File: config.mk
export PLATFORM = sky130hd
export DESIGN_NAME = dimmer_light_controller
export DESIGN_NICKNAME = d
export VERILOG_FILES = /design/src/sv/dlc_pkg.sv /design/src/sv/dlc_core.sv /design/src/sv/dlc_outbuf.sv /design/src/sv/dimmer_light_controller.sv
export SDC_FILE = /design/constraint.sdc
export NUM_CORES = 1
export LEC_CHECK = 0
export BUFFER_PORTS_ARGS = -buffer_cell sky130_fd_sc_hd__clkbuf_2
export CAP_MARGIN = 15
export CORE_MARGIN = 1
export CORE_UTILIZATION = 45
export DETAILED_ROUTE_END_ITERATION = 10
export GPL_TIMING_DRIVEN = 0
export PLACE_DENSITY_LB_ADDON = 0.08
export SLEW_MARGIN = 20
export SYNTH_ARGS = -nofsm -noshare
export SYNTH_HDL_FRONTEND = slang
export SYNTH_SLANG_ARGS = --single-unit
File: constraint.sdc
create_clock -name clk -period 5.9 [get_ports clk]
set_clock_uncertainty 0.05 [all_clocks]
set_input_delay 1.18 -clock clk [delete_from_list [all_inputs] [get_ports clk]]
set_output_delay 1.18 -clock clk [all_outputs]
set_load 0.1 [all_outputs]
File: src/sv/dlc_pkg.sv
// Package of the dimmer light controller: codes, limits and beat types.
// Depends on nothing; used by every module of the block.
`timescale 1ns / 1ps

package dlc_pkg;

	localparam int LevelW = 8;
	localparam int ReqW   = 10;
	localparam int CmdW   = 3;
	localparam int ShutW  = 2;
	localparam int CfgIdxW = 1;
	localparam int CfgDataW = 8;

	localparam logic [LevelW-1:0] LevelMax = 8'hFF;
	localparam logic [ReqW-1:0]   ReqMax   = 10'd255;

	localparam logic [CmdW-1:0] CmdTick    = 3'd0;
	localparam logic [CmdW-1:0] CmdEncoder = 3'd1;
	localparam logic [CmdW-1:0] CmdButton  = 3'd2;
	localparam logic [CmdW-1:0] CmdOn      = 3'd3;
	localparam logic [CmdW-1:0] CmdOff     = 3'd4;
	localparam logic [CmdW-1:0] CmdSet     = 3'd5;
	localparam logic [CmdW-1:0] CmdShutter = 3'd6;
	localparam logic [CmdW-1:0] CmdOpen    = 3'd7;

	localparam logic [ShutW-1:0] ShutMoving = 2'd0;
	localparam logic [ShutW-1:0] ShutClosed = 2'd1;
	localparam logic [ShutW-1:0] ShutOpen   = 2'd2;

	localparam logic [CfgIdxW-1:0] CfgEncoderStep = 1'd0;
	localparam logic [CfgIdxW-1:0] CfgGate        = 1'd1;

	localparam logic [LevelW-1:0] StepReset = 8'd5;

	typedef struct packed {
		logic [CmdW-1:0]  command;
		logic             encoder_clock;
		logic             encoder_direction;
		logic             button_level;
		logic [ReqW-1:0]  level_value;
		logic [ShutW-1:0] shutter_state;
	} item_t;

	typedef struct packed {
		logic [LevelW-1:0] pwm_level;
		logic [LevelW-1:0] target_level;
		logic [LevelW-1:0] brightness_setting;
		logic              light_enabled;
		logic [ShutW-1:0]  shutter_status;
	} result_t;

endpackage

File: src/sv/dlc_core.sv
// State and next-state logic of the dimmer light controller, plus its registers.
// Depends on dlc_pkg.
`timescale 1ns / 1ps

module dlc_core (
	input  logic                          clk,
	input  logic                          arst_n,
	input  logic                          accept,
	input  dlc_pkg::item_t                item,
	input  logic                          cfg_we,
	input  logic [dlc_pkg::CfgIdxW-1:0]   cfg_index,
	input  logic [dlc_pkg::CfgDataW-1:0]  cfg_data,
	output dlc_pkg::result_t              result
);

	logic [dlc_pkg::LevelW-1:0] step_q;
	logic                       gate_q;

	logic [dlc_pkg::LevelW-1:0] duty_q, target_q, bright_q;
	logic                       light_q, last_clock_q, last_button_q;
	logic [dlc_pkg::ShutW-1:0]  shut_now_q, shut_saved_q;

	logic [dlc_pkg::LevelW-1:0] duty_d, target_d, bright_d;
	logic                       light_d, last_clock_d, last_button_d;
	logic [dlc_pkg::ShutW-1:0]  shut_now_d, shut_saved_d;

	logic                       allowed;
	logic [dlc_pkg::LevelW:0]   up_sum;
	logic [dlc_pkg::LevelW-1:0] up_val, down_val, enc_val, set_val;

	always_comb begin
		allowed  = !gate_q || (shut_now_q == dlc_pkg::ShutClosed);
		up_sum   = {1'b0, bright_q} + {1'b0, step_q};
		up_val   = up_sum[dlc_pkg::LevelW] ? dlc_pkg::LevelMax : up_sum[dlc_pkg::LevelW-1:0];
		down_val = (bright_q > step_q) ? (bright_q - step_q) : '0;
		enc_val  = item.encoder_direction ? up_val : down_val;
		set_val  = (item.level_value > dlc_pkg::ReqMax) ? dlc_pkg::LevelMax
			: item.level_value[dlc_pkg::LevelW-1:0];

		duty_d        = duty_q;
		target_d      = target_q;
		bright_d      = bright_q;
		light_d       = light_q;
		last_clock_d  = last_clock_q;
		last_button_d = last_button_q;
		shut_now_d    = shut_now_q;
		shut_saved_d  = shut_saved_q;

		unique case (item.command)
			dlc_pkg::CmdTick: begin
				if (duty_q > target_q) begin
					duty_d = duty_q - 8'd1;
				end else if (duty_q < target_q) begin
					duty_d = duty_q + 8'd1;
				end
			end
			dlc_pkg::CmdEncoder: begin
				if (item.encoder_clock && !last_clock_q) begin
					bright_d = enc_val;
					target_d = (light_q && allowed) ? enc_val : '0;
				end
				last_clock_d = item.encoder_clock;
			end
			dlc_pkg::CmdButton: begin
				if (!item.button_level && last_button_q) begin
					light_d  = !light_q;
					target_d = (!light_q && allowed) ? bright_q : '0;
				end
				last_button_d = item.button_level;
			end
			dlc_pkg::CmdOn: begin
				light_d = 1'b1;
				if (allowed) begin
					target_d = bright_q;
				end
			end
			dlc_pkg::CmdOff: begin
				light_d  = 1'b0;
				target_d = '0;
			end
			dlc_pkg::CmdSet: begin
				bright_d = set_val;
				target_d = (light_q && allowed) ? set_val : '0;
			end
			dlc_pkg::CmdShutter: begin
				shut_now_d = item.shutter_state;
				if (item.shutter_state != dlc_pkg::ShutMoving
						&& item.shutter_state != shut_saved_q) begin
					if (item.shutter_state == dlc_pkg::ShutClosed) begin
						shut_saved_d = item.shutter_state;
						if (light_q) begin
							target_d = bright_q;
						end
					end else if (item.shutter_state == dlc_pkg::ShutOpen) begin
						shut_saved_d = item.shutter_state;
					end
				end
			end
			dlc_pkg::CmdOpen: begin
				if (gate_q) begin
					duty_d   = '0;
					target_d = '0;
				end
			end
		endcase

		result.pwm_level          = duty_d;
		result.target_level       = target_d;
		result.brightness_setting = bright_d;
		result.light_enabled      = light_d;
		result.shutter_status     = shut_now_d;
	end

	always_ff @(posedge clk or negedge arst_n) begin
		if (!arst_n) begin
			step_q <= dlc_pkg::StepReset;
			gate_q <= 1'b1;
		end else if (cfg_we) begin
			unique case (cfg_index)
				dlc_pkg::CfgEncoderStep: step_q <= cfg_data;
				dlc_pkg::CfgGate:        gate_q <= cfg_data[0];
			endcase
		end
	end

	always_ff @(posedge clk or negedge arst_n) begin
		if (!arst_n) begin
			duty_q        <= '0;
			target_q      <= '0;
			bright_q      <= '0;
			light_q       <= 1'b0;
			last_clock_q  <= 1'b0;
			last_button_q <= 1'b0;
			shut_now_q    <= dlc_pkg::ShutClosed;
			shut_saved_q  <= dlc_pkg::ShutClosed;
		end else if (accept) begin
			duty_q        <= duty_d;
			target_q      <= target_d;
			bright_q      <= bright_d;
			light_q       <= light_d;
			last_clock_q  <= last_clock_d;
			last_button_q <= last_button_d;
			shut_now_q    <= shut_now_d;
			shut_saved_q  <= shut_saved_d;
		end
	end

endmodule

File: src/sv/dlc_outbuf.sv
// Result register with a skid stage for the dimmer light controller.
// Depends on dlc_pkg.
`timescale 1ns / 1ps

module dlc_outbuf (
	input  logic             clk,
	input  logic             arst_n,
	input  logic             push,
	input  dlc_pkg::result_t push_data,
	output logic             full,
	output logic             out_valid,
	input  logic             out_stall,
	output dlc_pkg::result_t out_data
);

	logic             main_v_q, skid_v_q;
	dlc_pkg::result_t main_q, skid_q;
	logic             pop;

	assign pop       = main_v_q && !out_stall;
	assign full      = skid_v_q;
	assign out_valid = main_v_q;
	assign out_data  = main_q;

	always_ff @(posedge clk or negedge arst_n) begin
		if (!arst_n) begin
			main_v_q <= 1'b0;
			skid_v_q <= 1'b0;
		end else if (pop) begin
			if (skid_v_q) begin
				skid_v_q <= 1'b0;
			end else begin
				main_v_q <= push;
			end
		end else if (push) begin
			if (main_v_q) begin
				skid_v_q <= 1'b1;
			end else begin
				main_v_q <= 1'b1;
			end
		end
	end

	always_ff @(posedge clk) begin
		if (pop) begin
			if (skid_v_q) begin
				main_q <= skid_q;
			end else if (push) begin
				main_q <= push_data;
			end
		end else if (push) begin
			if (main_v_q) begin
				skid_q <= push_data;
			end else begin
				main_q <= push_data;
			end
		end
	end

endmodule

File: src/sv/dimmer_light_controller.sv
// Top level of the dimmer light controller: event channel, result channel, config port.
// Depends on dlc_pkg, dlc_core and dlc_outbuf.
//
//   channel  | handshake                  | beat contents
//   ---------+----------------------------+-------------------------------------------
//   event    | in_valid / in_stall        | command, encoder, button, level, shutter
//   result   | out_valid / out_stall      | pwm, target, brightness, light, shutter
//   config   | cfg_we                     | cfg_index, cfg_data
//
// Each event beat is processed combinationally; its result is registered in the result register, or in the skid entry.
// The state update and result register accept one event beat per cycle while in_stall is low.
// A result register plus one skid entry absorb a stalled result; in_stall shows that the skid entry is occupied.
// Reset clears all state but marks the shutter closed, loads encoder step 5 and gating on.
`timescale 1ns / 1ps

module dimmer_light_controller (
	input  logic                          clk,
	input  logic                          arst_n,
	input  logic                          in_valid,
	output logic                          in_stall,
	input  logic [dlc_pkg::CmdW-1:0]      command,
	input  logic                          encoder_clock,
	input  logic                          encoder_direction,
	input  logic                          button_level,
	input  logic [dlc_pkg::ReqW-1:0]      level_value,
	input  logic [dlc_pkg::ShutW-1:0]     shutter_state,
	output logic                          out_valid,
	input  logic                          out_stall,
	output logic [dlc_pkg::LevelW-1:0]    pwm_level,
	output logic [dlc_pkg::LevelW-1:0]    target_level,
	output logic [dlc_pkg::LevelW-1:0]    brightness_setting,
	output logic                          light_enabled,
	output logic [dlc_pkg::ShutW-1:0]     shutter_status,
	input  logic                          cfg_we,
	input  logic [dlc_pkg::CfgIdxW-1:0]   cfg_index,
	input  logic [dlc_pkg::CfgDataW-1:0]  cfg_data
);

	dlc_pkg::item_t   item;
	dlc_pkg::result_t next_result, out_data;
	logic             accept, full;

	assign accept   = in_valid && !full;
	assign in_stall = full;

	always_comb begin
		item.command           = command;
		item.encoder_clock     = encoder_clock;
		item.encoder_direction = encoder_direction;
		item.button_level      = button_level;
		item.level_value       = level_value;
		item.shutter_state     = shutter_state;
	end

	dlc_core u_core (
		.clk       (clk),
		.arst_n    (arst_n),
		.accept    (accept),
		.item      (item),
		.cfg_we    (cfg_we),
		.cfg_index (cfg_index),
		.cfg_data  (cfg_data),
		.result    (next_result)
	);

	dlc_outbuf u_outbuf (
		.clk       (clk),
		.arst_n    (arst_n),
		.push      (accept),
		.push_data (next_result),
		.full      (full),
		.out_valid (out_valid),
		.out_stall (out_stall),
		.out_data  (out_data)
	);

	assign pwm_level          = out_data.pwm_level;
	assign target_level       = out_data.target_level;
	assign brightness_setting = out_data.brightness_setting;
	assign light_enabled      = out_data.light_enabled;
	assign shutter_status     = out_data.shutter_status;

endmodule

Word level (Yosys, flattened, before mapping)
Cells that the tools add are included.
{"block": "totals", "register_bits": 96, "input_bits": 32, "out_inout_bits": 29, "wordCells": 111}
{"block": "classes", "add_sub_neg": 4, "n_lt_le_gt_ge": 4, "n_eq_ne": 13, "n_mux": 37, "n_bitwise": 2, "reduce_logical": 29}
{"op": "2-to-1 mux 8 bit", "n": 18}
{"op": "2-to-1 mux 27 bit", "n": 5}
{"op": "case mux 8 bit (7 select lines)", "n": 1}
{"op": "case mux 8 bit (2 select lines)", "n": 2}
{"op": "> comparator 8 bit", "n": 2}
{"op": "equality test 3 bit, second input constant", "n": 4}
{"op": "AND reduction 2 bit", "n": 6}
{"op": "> comparator 10 x 8 -> 1 bit, second input constant", "n": 1}
{"op": "nonzero test 2 bit", "n": 5}
{"op": "adder 8 x 8 -> 9 bit", "n": 1}
{"op": "adder 8 x 1 -> 8 bit, second input constant", "n": 1}
{"op": "< comparator 8 bit", "n": 1}
{"op": "subtractor 8 x 1 -> 8 bit, second input constant", "n": 1}
{"op": "subtractor 8 bit", "n": 1}
{"op": "logical AND 1 bit", "n": 7}
{"op": "2-to-1 mux 1 bit", "n": 7}
{"op": "equality test 3 x 2 -> 1 bit, second input constant", "n": 2}
{"op": "zero test 1 bit", "n": 6}
{"op": "2-to-1 mux 2 bit", "n": 3}
{"op": "AND reduction 3 bit", "n": 2}
{"op": "equality test 2 x 1 -> 1 bit, second input constant", "n": 2}
{"op": "inequality test 2 bit, second input constant", "n": 2}
{"op": "AND reduction 4 bit", "n": 1}
{"op": "equality test 3 x 1 -> 1 bit, second input constant", "n": 1}
{"op": "6 further kinds", "n": 7}

Logic depth before layout (Yosys ltp)
Gate-level depths: netlist of run 1.
{"block": "logic_depth", "word_depth": 9, "depth_mapped": 11}

Modules after synthesis
A second synthesis of run 1 with hierarchy kept.
{"block": "unflattened", "cells_unflattened": 555, "area_unflattened_um2": 5894.4}
{"mod": "dlc_core", "instances": 1, "cells_each": 459, "area_each_um2": 3728.6}
{"mod": "dlc_outbuf", "instances": 1, "cells_each": 95, "area_each_um2": 2152.1}
{"mod": "dimmer_light_controller", "instances": 1, "cells_each": 1, "area_each_um2": 13.8}

Worst setup path after synthesis of run 1
Ideal clock, no wire load.
{"block": "synth_timing", "path_kind": "in2reg", "start": "in in_valid", "end": "reg u_outbuf.main_q (netlist bit u_outbuf.out_data[0]), enable pin", "arrival_time_ns": 3.242, "required_time_ns": 5.430, "slack_ns": 2.188, "path_stages": 5, "path_buffers": 2, "path_cell_list": "nor2b_1 > clkbuf_1 > clkbuf_1 > a21oi_1 > a21oi_1"}
{"block": "synth_via", "elab_chain_cells": 3, "word_cells_on_any_way": 4, "classes_between": "reduce/logical (4)"}
{"item": "start: declaration", "line": "dimmer_light_controller.sv:19", "rtl": "input logic in_valid,"}
{"item": "logical AND 1 bit (*)", "line": "dimmer_light_controller.sv:43", "rtl": "assign accept = in_valid && !full;"}
{"item": "nonzero test 2 bit (no source line)"}
{"item": "AND reduction 3 bit (no source line) (*)"}
{"item": "end signal: assignment", "line": "dlc_outbuf.sv:47", "rtl": "main_q <= skid_q;"}
{"item": "end signal: assignment", "line": "dlc_outbuf.sv:49", "rtl": "main_q <= push_data;"}
{"item": "end signal: assignment", "line": "dlc_outbuf.sv:55", "rtl": "main_q <= push_data;"}
{"item": "end: declaration", "line": "dlc_outbuf.sv:17", "rtl": "dlc_pkg::result_t main_q, skid_q;"}
Every way passes the cells marked *; elsewhere a longest branch is shown, timed or not.
A chain may end at the register's enable or synchronous reset.

==> impl_metrics.csv, run 1 <==
group,metric,value,unit
detailed_routing,drc_errors,0,
global_routing,grt-ovfl-total,0,
floorplan,dieArea,0.0136,mm²
power_and_ir_drop,powerDensity,576,mW/mm²
synth,avgSynthCellArea,9.92,µm²
power_and_ir_drop,p_sw_share,50.4,%
global_routing,antenna_found_initial,0,
floorplan,core,0.0127,mm²
run,drv_cap,0,
power_and_ir_drop,share_seq_of_total_power,30.5,%
synth,yosys_warnings,0,
worst_setup_path,path_class,"flip-flop to flip-flop",
floorplan,io_pins,61,
detailed_routing,via_count,4851,
clock_tree,cts.clk_slew.worst_paths,0.07,ns
timing,setup_tns,0,ns
final_layout,nets,728,
timing,setup_viol,0,
clock_tree,cts_hold_buf,0,
timing,maxSlewHeadroom,37.4,%
power_and_ir_drop,p_int,1.93,mW
detailed_routing,dr.first_iter.drc_count,441,
hold_path,holdPathStages,1,
power_and_ir_drop,pwr-share-clk,15.3,%
synth,ys_ff_latch,96,
clock_tree,cts_resized,0,
hold_path,min-delay-start,"u_core.last_button_q",
timing,tightest_slew,0.940,ns
worst_setup_path,cp-start-kind,"flip-flop",
detailed_routing,vias_per_cell,5.75,
final_layout,diodes,0,
power_and_ir_drop,p_sw,1.96,mW
final_layout,final_common_cell,"nand2_1",
global_routing,grt.total_usage,23.9,%
worst_setup_path,reg2reg_to,"u_outbuf.out_data[12]",
worst_setup_path,ff2ff_path_depth,10,
timing,fmax,295,MHz
detailed_routing,ant_nets,0,
worst_setup_path,cp.required,5.95,ns
global_routing,grt_pass1_wl,24400,µm
clock_tree,htreeDepth,3,
timing,whs,0.453,ns
detailed_routing,drtPass1Iterations,5,
detailed_routing,wl,15000,µm
final_layout,area_delta_synth_final,14.2,%
clock_tree,cts_buffers,9,
synth,netlist_instances,597,
floorplan,die_x,117,µm
synth,ys_seq_area_share,45.2,%
clock_tree,cts_tree,"yes",
worst_setup_path,arrival,3.44,ns
synth,syn_area,0.00592,mm²
placement,io_buffers,57,
synth,synthArstFlopShare,43.8,%
final_layout,fillers,1213,
synth,syn_nets,659,
hold_path,hold_end,"u_core.last_button_q",
timing,grt_setup_unrepaired,"false",
timing,maxSlewViolCount,0,
timing,finalHoldViolCount,0,
clock_tree,clk_latency,0.35,ns
clock_tree,cts.sinks,96,
worst_setup_path,cp-end-kind,"flip-flop",
clock_tree,root_buffer,"clkbuf_16",
placement,post-dp-hpwl,11400,µm
timing,period_minus_slack,3.39,ns
power_and_ir_drop,comb_power_share,54.1,%
worst_setup_path,worstPathMaxFanout,7,
worst_setup_path,timing.rr.start,"u_core.step_q[0]",
final_layout,drive_gt1_share,20.4,%
power_and_ir_drop,ir_worst_vdd,186,µV
worst_setup_path,reg2reg_slack,2.51,ns
global_routing,grt_pass1_vias,4579,
floorplan,initial_core_util,46.5,%
floorplan,die_h,117,µm
placement,gp_congestion,0.905,
clock_tree,clock_path_buffers,2,
floorplan,fp-row-count,41,
detailed_routing,wl_per_cell,17.8,µm
global_routing,grt_max_degree,43,
status,status,"finished clean",
synth,synth_enable_flop_cells,54,
synth,ys.flop_type,"edfxtp_1",
final_layout,layout_common_cells,"nand2_1 (63), clkbuf_2 (57), edfxtp_1 (54)",
synth,synthDistinctLibCells,75,
timing,period_share,57.5,%
power_and_ir_drop,p_leak,2.80,nW
hold_path,min_path_type,"flip-flop to flip-flop",
clock_tree,postCtsSetupRepairBufs,0,
-- Yosys cell counts (6+ instances only) --
library cell,count,share of area [%]
or3_1,6,0.63
nand4_1,6,0.63
nand2b_1,10,1.1
nor2b_1,11,1.2
mux2i_1,9,1.5
dfrtp_1,37,16
o21a_1,8,1.0
nand2_1,63,4.0
a21oi_1,41,3.5
mux2_2,23,4.4
ha_1,28,5.9
a221oi_1,8,1.2
edfxtp_1,54,27
nor2_1,42,2.7
nand3_1,17,1.4
inv_1,41,2.6
a31oi_1,15,1.6
a21o_1,8,1.0
o21ai_0,44,3.7
clkbuf_1,18,1.1
-- layer usage --
layer / track usage, % / vias to the layer above / part of all wire, %
li1: - / 2337 / -
met2: 37.4 / 164 / 45
met1: 34.3 / 2334 / 48
met5: 0 / - / 0
met4: 6.33 / 0 / 1.2
met3: 3.94 / 16 / 5.7
-- sequential cells by signal, summed over array words and instances, names as in the netlist --
name and flops:
u_core.bright_q 8, u_outbuf.out_valid 1, u_core.light_q 1, u_core.target_q 8
u_core.step_q 8, u_core.last_clock_q 1, u_core.shut_saved_q 2, u_core.gate_q 1
u_outbuf.out_data 27, u_core.shut_now_q 2, u_core.duty_q 8, u_outbuf.full 1
u_core.last_button_q 1, u_outbuf.skid_q 27
-- power groups by stage --
stage,sequential (mW),combinational [mW],clock (mW)
finish,1.19,2.11,0.597
global route,1.23,2.29,0.630
CTS,1.19,2.10,0.607
detailed placement,1.20,2.09,0
global placement,1.20,2.04,0
floorplan,1.84,1.00,0
-- worst max-delay path, cell delays in order, from the launching register on --
cell,delay [ns]
dfstp_2,0.58
ha_1,0.20
inv_1,0.07
fa_1,0.43
a21o_1,0.23
a221oi_2,0.39
a211o_2,0.27
nor3_4,0.08
a21oi_1,0.36
o21ai_1,0.19
mux2_2,0.30
-- worst max path at each step --
stage,start,end,slack [ns],depth (start not counted)
CTS,u_core.step_q[0],u_outbuf.out_data[12],2.56,10
floorplan,in_valid,u_outbuf.out_data[0],2.19,5
finish,u_core.step_q[0],u_outbuf.out_data[12],2.51,10
global placement,in_valid,u_outbuf.out_data[6],1.01,6
detailed placement,command[2],u_outbuf.out_data[22],2.41,8
global route,u_core.step_q[0],u_outbuf.out_data[12],2.38,10
-- metrics by stage --
stage / utilization [%] / cells / power [mW] / worst slack, ns / cell area (µm²)
6_report: 53.1 / 843 / 3.89 / 2.51 / 6760
5_1_grt: 53.1 / 843 / 4.14 / 2.38 / 6760
4_1_cts: 53.1 / 843 / 3.89 / 2.56 / 6760
3_5_place_dp: 50.8 / 827 / 3.29 / 2.41 / 6460
3_3_place_gp: 50.5 / 826 / 3.24 / 1.01 / 6420
2_1_floorplan: - / 597 / 2.84 / 2.19 / 5920
-- area by class of cell --
cell class / count / area, µm² / area share (%)
Multi-Input combinational cell: 432 / 2970 / 43.9
Clock inverter: 6 / 68.8 / 1.02
Timing Repair Buffer: 58 / 315 / 4.66
Buffer: 28 / 135 / 2.00
Tap cell: 172 / 215 / 3.18
Clock buffer: 10 / 229 / 3.39
Inverter: 41 / 154 / 2.28
Sequential cell: 96 / 2680 / 39.6
-- cell families (layout without fill, tap and decap cells) --
family	count (synthesis)	in the layout	share of synthesized area [%]
AND/OR/NAND/NOR	191	191	16.3
buffers and inverters	69	143	4.88
AO/OA/AOI/OAI	177	177	20.8
adder cells (fa/ha/maj)	30	30	6.59
flip-flops	96	96	45.2
multiplexers	32	32	5.90
XOR/XNOR	2	2	0.296
No activity file was read; power rests on OpenSTA's default activity.
==> run 2: changes to the inputs <==
==> constraint.sdc (replaced) <==
create_clock -name clk -period 3.28 [get_ports clk]
set_clock_uncertainty 0.05 [all_clocks]
set_input_delay 0.656 -clock clk [delete_from_list [all_inputs] [get_ports clk]]
set_output_delay 0.656 -clock clk [all_outputs]
set_load 0.1 [all_outputs]
==> impl_metrics.csv, run 2 (synthesis results as in run 1) <==
group,metric,value,unit
timing,finalHoldViolCount,0,
global_routing,grt.total_usage,24.5,%
detailed_routing,drtPass1Iterations,5,
placement,pre_cts_ws,-0.0984,ns
power_and_ir_drop,ir_worst_vdd,421,µV
timing,fmax,313,MHz
timing,setup_viol,0,
final_layout,area_delta_synth_final,15.1,%
timing,period_share,97.4,%
worst_setup_path,path_class,"flip-flop to flip-flop",
worst_setup_path,cp-end-kind,"flip-flop",
floorplan,io_pins,61,
status,status,"finished clean",
timing,maxSlewViolCount,0,
floorplan,core,0.0127,mm²
clock_tree,cts.sinks,96,
detailed_routing,vias_per_cell,5.78,
floorplan,fp-row-count,41,
floorplan,die_x,117,µm
placement,io_buffers,57,
final_layout,diodes,0,
power_and_ir_drop,comb_power_share,54.2,%
clock_tree,cts_tree,"yes",
clock_tree,cts_hold_buf,0,
power_and_ir_drop,p_sw_share,50.6,%
power_and_ir_drop,pwr-share-clk,15.5,%
detailed_routing,ant_nets,0,
worst_setup_path,cp.required,3.31,ns
floorplan,dieArea,0.0136,mm²
worst_setup_path,cp-start-kind,"flip-flop",
timing,layout_setup_ws,0.0849,ns
global_routing,grt_pass1_vias,4584,
power_and_ir_drop,share_seq_of_total_power,30.3,%
hold_path,min_path_type,"primary input to async pin",
detailed_routing,wl_per_cell,18.3,µm
detailed_routing,wl,15400,µm
clock_tree,clock_path_buffers,2,
floorplan,initial_core_util,46.5,%
final_layout,final_util,53.6,%
worst_setup_path,timing.rr.start,"u_core.bright_q[0]",
clock_tree,cts.clk_slew.worst_paths,0.07,ns
worst_setup_path,arrival,3.23,ns
clock_tree,root_buffer,"clkbuf_16",
global_routing,antenna_found_initial,0,
placement,post-dp-hpwl,11700,µm
global_routing,grt_pass1_wl,24700,µm
clock_tree,htreeDepth,3,
power_and_ir_drop,p_sw,3.59,mW
final_layout,layout_common_cells,"nand2_1 (63), clkbuf_2 (57), edfxtp_1 (54)",
clock_tree,clk_latency,0.35,ns
global_routing,grt_max_degree,43,
timing,whs,0.291,ns
final_layout,drive_gt1_share,21.1,%
run,drv_cap,0,
worst_setup_path,startpoint,"u_core.bright_q[0]",
timing,grt_setup_unrepaired,"true",
global_routing,grt-ovfl-total,0,
power_and_ir_drop,p_leak,2.82,nW
timing,maxSlewHeadroom,37.5,%
detailed_routing,dr.first_iter.drc_count,333,
final_layout,final_common_cell,"nand2_1",
timing,tightest_slew,0.937,ns
placement,gp_congestion,0.893,
detailed_routing,drc_errors,0,
final_layout,nets,729,
power_and_ir_drop,powerDensity,1040,mW/mm²
floorplan,die_h,117,µm
power_and_ir_drop,p_int,3.50,mW
detailed_routing,via_count,4880,
worst_setup_path,worstPathMaxFanout,6,
clock_tree,cts_buffers,9,
timing,period_minus_slack,3.20,ns
==> run 2: cell types whose count changed in the layout (fill, tap and decap cells not counted), sizes merged <==
cell,delta
clkbuf,-1
clkinv,-2
inv,+3
buf,+1
==> run 2: metal layers <==
layer  global-route usage, %  wire [µm]  share of wire (%)
met2                    37.5       6910                 45
met4                    8.78        301                1.9
met1                    35.1       7470                 48
met5                       0          0                  0
met3                    4.15        757                4.9
==> run 2: path summary, 6_finish.rpt <==
path,to,slack [ns],cells after the start
worst max-delay path,u_outbuf.out_data[15],0.08,10
worst min-delay path,u_core.shut_saved_q[1],0.29,1
worst max register to register,u_outbuf.out_data[15],0.08,10
worst min register to register,u_core.last_button_q,0.45,1
max in group asynchronous,u_core.bright_q[2],2.46,1
min in group clk,u_core.step_q[2],0.45,3
==> run 2: critical path, stage by stage (launching register included) <==
cell and delay [ns]:
dfrtp_1 0.45, ha_1 0.26, fa_1 0.42, nor2b_1 0.18, o221ai_2 0.27, o2bb2ai_1 0.33
a221o_1 0.22, o21ai_0 0.19, a221oi_2 0.29, buf_4 0.17, a31oi_1 0.08
==> run 2: power by group through the flow <==
stage | combinational, mW | clock (mW) | sequential [mW]
floorplan | 1.80 | 0 | 3.30
global placement | 3.68 | 0 | 2.16
detailed placement | 3.78 | 0 | 2.17
CTS | 3.80 | 1.12 | 2.15
global route | 4.15 | 1.17 | 2.21
finish | 3.85 | 1.10 | 2.15
==> run 2: stage by stage <==
step | setup TNS (ns) | instance area, µm² | power, mW | std cells
finish | 0 | 6820 | 7.10 | 844
global route | -0.0289 | 6820 | 7.53 | 844
CTS | 0 | 6780 | 7.06 | 843
detailed placement | -0.122 | 6460 | 5.95 | 827
global placement | -12.71 | 6420 | 5.84 | 826
floorplan | 0 | 5920 | 5.11 | 597
==> run 2: layout make-up <==
| cell class | instances | area, µm² |
|---|---|---|
| inverter | 41 | 154 |
| sequential | 96 | 2680 |
| clock inverter | 7 | 83.8 |
| fill | 1199 | 5910 |
| multi-input combinational | 432 | 3000 |
| timing repair buffer | 59 | 323 |
| clock buffer | 9 | 225 |
| buffer | 28 | 135 |
| tap | 172 | 215 |
==> run 2: repair_timing <==
item / 4_1_cts / 5_1_grt
buffers inserted: 0 / 1
endpoints found under the setup margin: 4 / 16
pin swaps: 0 / 4
resized for setup: 2 / 4
==> run 3: changes to the inputs <==
--- a/config.mk
+++ b/config.mk
@@ -7,6 +7,8 @@
 export LEC_CHECK = 0
 export BUFFER_PORTS_ARGS = -buffer_cell sky130_fd_sc_hd__clkbuf_2
 export CAP_MARGIN = 15
+export CELL_PAD_IN_SITES_DETAIL_PLACEMENT = 1
+export CELL_PAD_IN_SITES_GLOBAL_PLACEMENT = 1
 export CORE_MARGIN = 1
 export CORE_UTILIZATION = 45
 export DETAILED_ROUTE_END_ITERATION = 10
==> impl_metrics.csv, run 3 (synthesis results as in run 1) <==
group,metric,value,unit
status,status,"finished clean",
power_and_ir_drop,powerDensity,1040,mW/mm²
clock_tree,root_buffer,"clkbuf_16",
clock_tree,htreeDepth,3,
detailed_routing,wl_per_cell,20.0,µm
global_routing,grt-ovfl-total,0,
timing,fmax,316,MHz
clock_tree,cts_hold_buf,0,
global_routing,grt_max_degree,43,
global_routing,grt_pass1_vias,5101,
worst_setup_path,cp_slowest_stage_delay,0.46,ns
floorplan,dieArea,0.0136,mm²
timing,maxSlewHeadroom,36.7,%
run,drv_cap,0,
worst_setup_path,cp-end-kind,"flip-flop",
final_layout,nets,733,
clock_tree,clock_path_buffers,2,
floorplan,io_pins,61,
worst_setup_path,crit_buf_inv,2,
global_routing,grt.total_usage,26.8,%
final_layout,diodes,0,
placement,io_buffers,57,
clock_tree,clk_latency,0.36,ns
detailed_routing,ant_nets,0,
clock_tree,cts_buffers,9,
timing,maxSlewViolCount,0,
detailed_routing,wl,17000,µm
timing,setup_viol,0,
clock_tree,cts.sinks,96,
power_and_ir_drop,p_leak,2.82,nW
worst_setup_path,cp-start-kind,"flip-flop",
global_routing,antenna_found_initial,0,
timing,tightest_slew,0.949,ns
detailed_routing,drtPass1Iterations,5,
floorplan,fp-row-count,41,
placement,post-dp-hpwl,12800,µm
final_layout,layout.cells.non_filler,848,
clock_tree,cts.clk_slew.worst_paths,0.08,ns
placement,gp_congestion,0.901,
clock_tree,cts_tree,"yes",
final_layout,drive_gt1_share,21.6,%
final_layout,area_delta_synth_final,15.4,%
global_routing,grt_pass1_wl,27100,µm
worst_setup_path,worst_path_max_delay_cell,"dfrtp_1",
detailed_routing,vias_per_cell,5.87,
floorplan,die_h,117,µm
worst_setup_path,cp_cell_sequence,"ha_1, fa_1, nor2b_1, o221ai_2, buf_4, o2bb2ai_2, a221o_1, o21ai_0, a221oi_2, buf_4, a31oi_1",
hold_path,min_path_type,"primary input to async pin",
timing,whs,0.295,ns
worst_setup_path,arrival,3.20,ns
worst_setup_path,ff2ff_path_depth,11,
power_and_ir_drop,ir_worst_vdd,635,µV
worst_setup_path,critical_path_depth,11,
worst_setup_path,cp_top_family,"compound AO/OA/AOI/OAI gates",
worst_setup_path,cp.required,3.32,ns
timing,period_share,96.5,%
worst_setup_path,path_class,"flip-flop to flip-flop",
worst_setup_path,critPathMostFrequentCell,"buf_4",
timing,finalHoldViolCount,0,
timing,period_minus_slack,3.16,ns
worst_setup_path,worstPathMaxFanout,6,
floorplan,core,0.0127,mm²
detailed_routing,dr.first_iter.drc_count,286,
floorplan,die_x,117,µm
final_layout,layout_common_cells,"nand2_1 (63), clkbuf_2 (57), edfxtp_1 (54)",
final_layout,final_common_cell,"nand2_1",
floorplan,initial_core_util,46.5,%
placement,post-place-cells,828,
detailed_routing,drc_errors,0,
detailed_routing,via_count,4980,
## run 3: changes by cell type in the layout (fill, tap and decap cells not counted), sizes merged
cell and change:
inv -1, clkinvlp +2, bufinv -1, buf +4
## run 3: final timing paths
check / from / endpoint / slack (ns)
max: u_core.bright_q[0] / u_outbuf.out_data[15] / 0.12
min: arst_n / u_core.last_button_q / 0.29
max reg2reg: u_core.bright_q[0] / u_outbuf.out_data[15] / 0.12
min reg2reg: u_core.last_button_q / u_core.last_button_q / 0.46
max in group asynchronous: arst_n / u_core.bright_q[0] / 2.44
min in group clk: cfg_data[3] / u_core.step_q[3] / 0.45
## run 3: layer usage
metal  part of all wire (%)  up-vias  track usage, %  wire [µm]
li1                       -     2350               -          -
met1                     47     2492            35.8       7980
met2                     48      113            45.2       8110
met3                    3.5       25            4.31        593
met4                    1.7        0            7.09        280
met5                      0        -               0          0
## run 3: per-stage QoR
step	instance area [µm²]	total power, mW	util (%)	TNS (ns)	setup slack (ns)
after CTS	6780	7.06	53.3	0	0.0438
after global placement	6420	5.85	50.5	-15.64	-0.301
after floorplan	5920	5.11	-	0	0.459
after detailed placement	6480	6.02	51.0	-0.106	-0.0719
final	6840	7.13	53.7	0	0.116
after global routing	6840	7.55	53.7	-0.0273	-0.0251
## run 3: cell type report
type / instances / area, µm²
Buffer: 28 / 135
Clock buffer: 9 / 225
Clock inverter: 7 / 55.1
Fill cell: 1480 / 5890
Inverter: 41 / 154
Multi-Input combinational cell: 432 / 3010
Sequential cell: 96 / 2680
Tap cell: 172 / 215
Timing Repair Buffer: 63 / 365
## run 3: power by group
group,leakage [nW],switching (mW),internal (mW)
clock,0.128,0.507,0.523
sequential,1.01,0.329,1.82
combinational,1.69,2.85,1.09
total,2.82,3.69,3.44
## run 3: repair_timing
action                                  CTS  global route
pin swaps                                 0             4
endpoints found under the hold margin     0             0
resized for setup                         3             4
endpoints found under the setup margin    4            14
setup buffers                             0             4
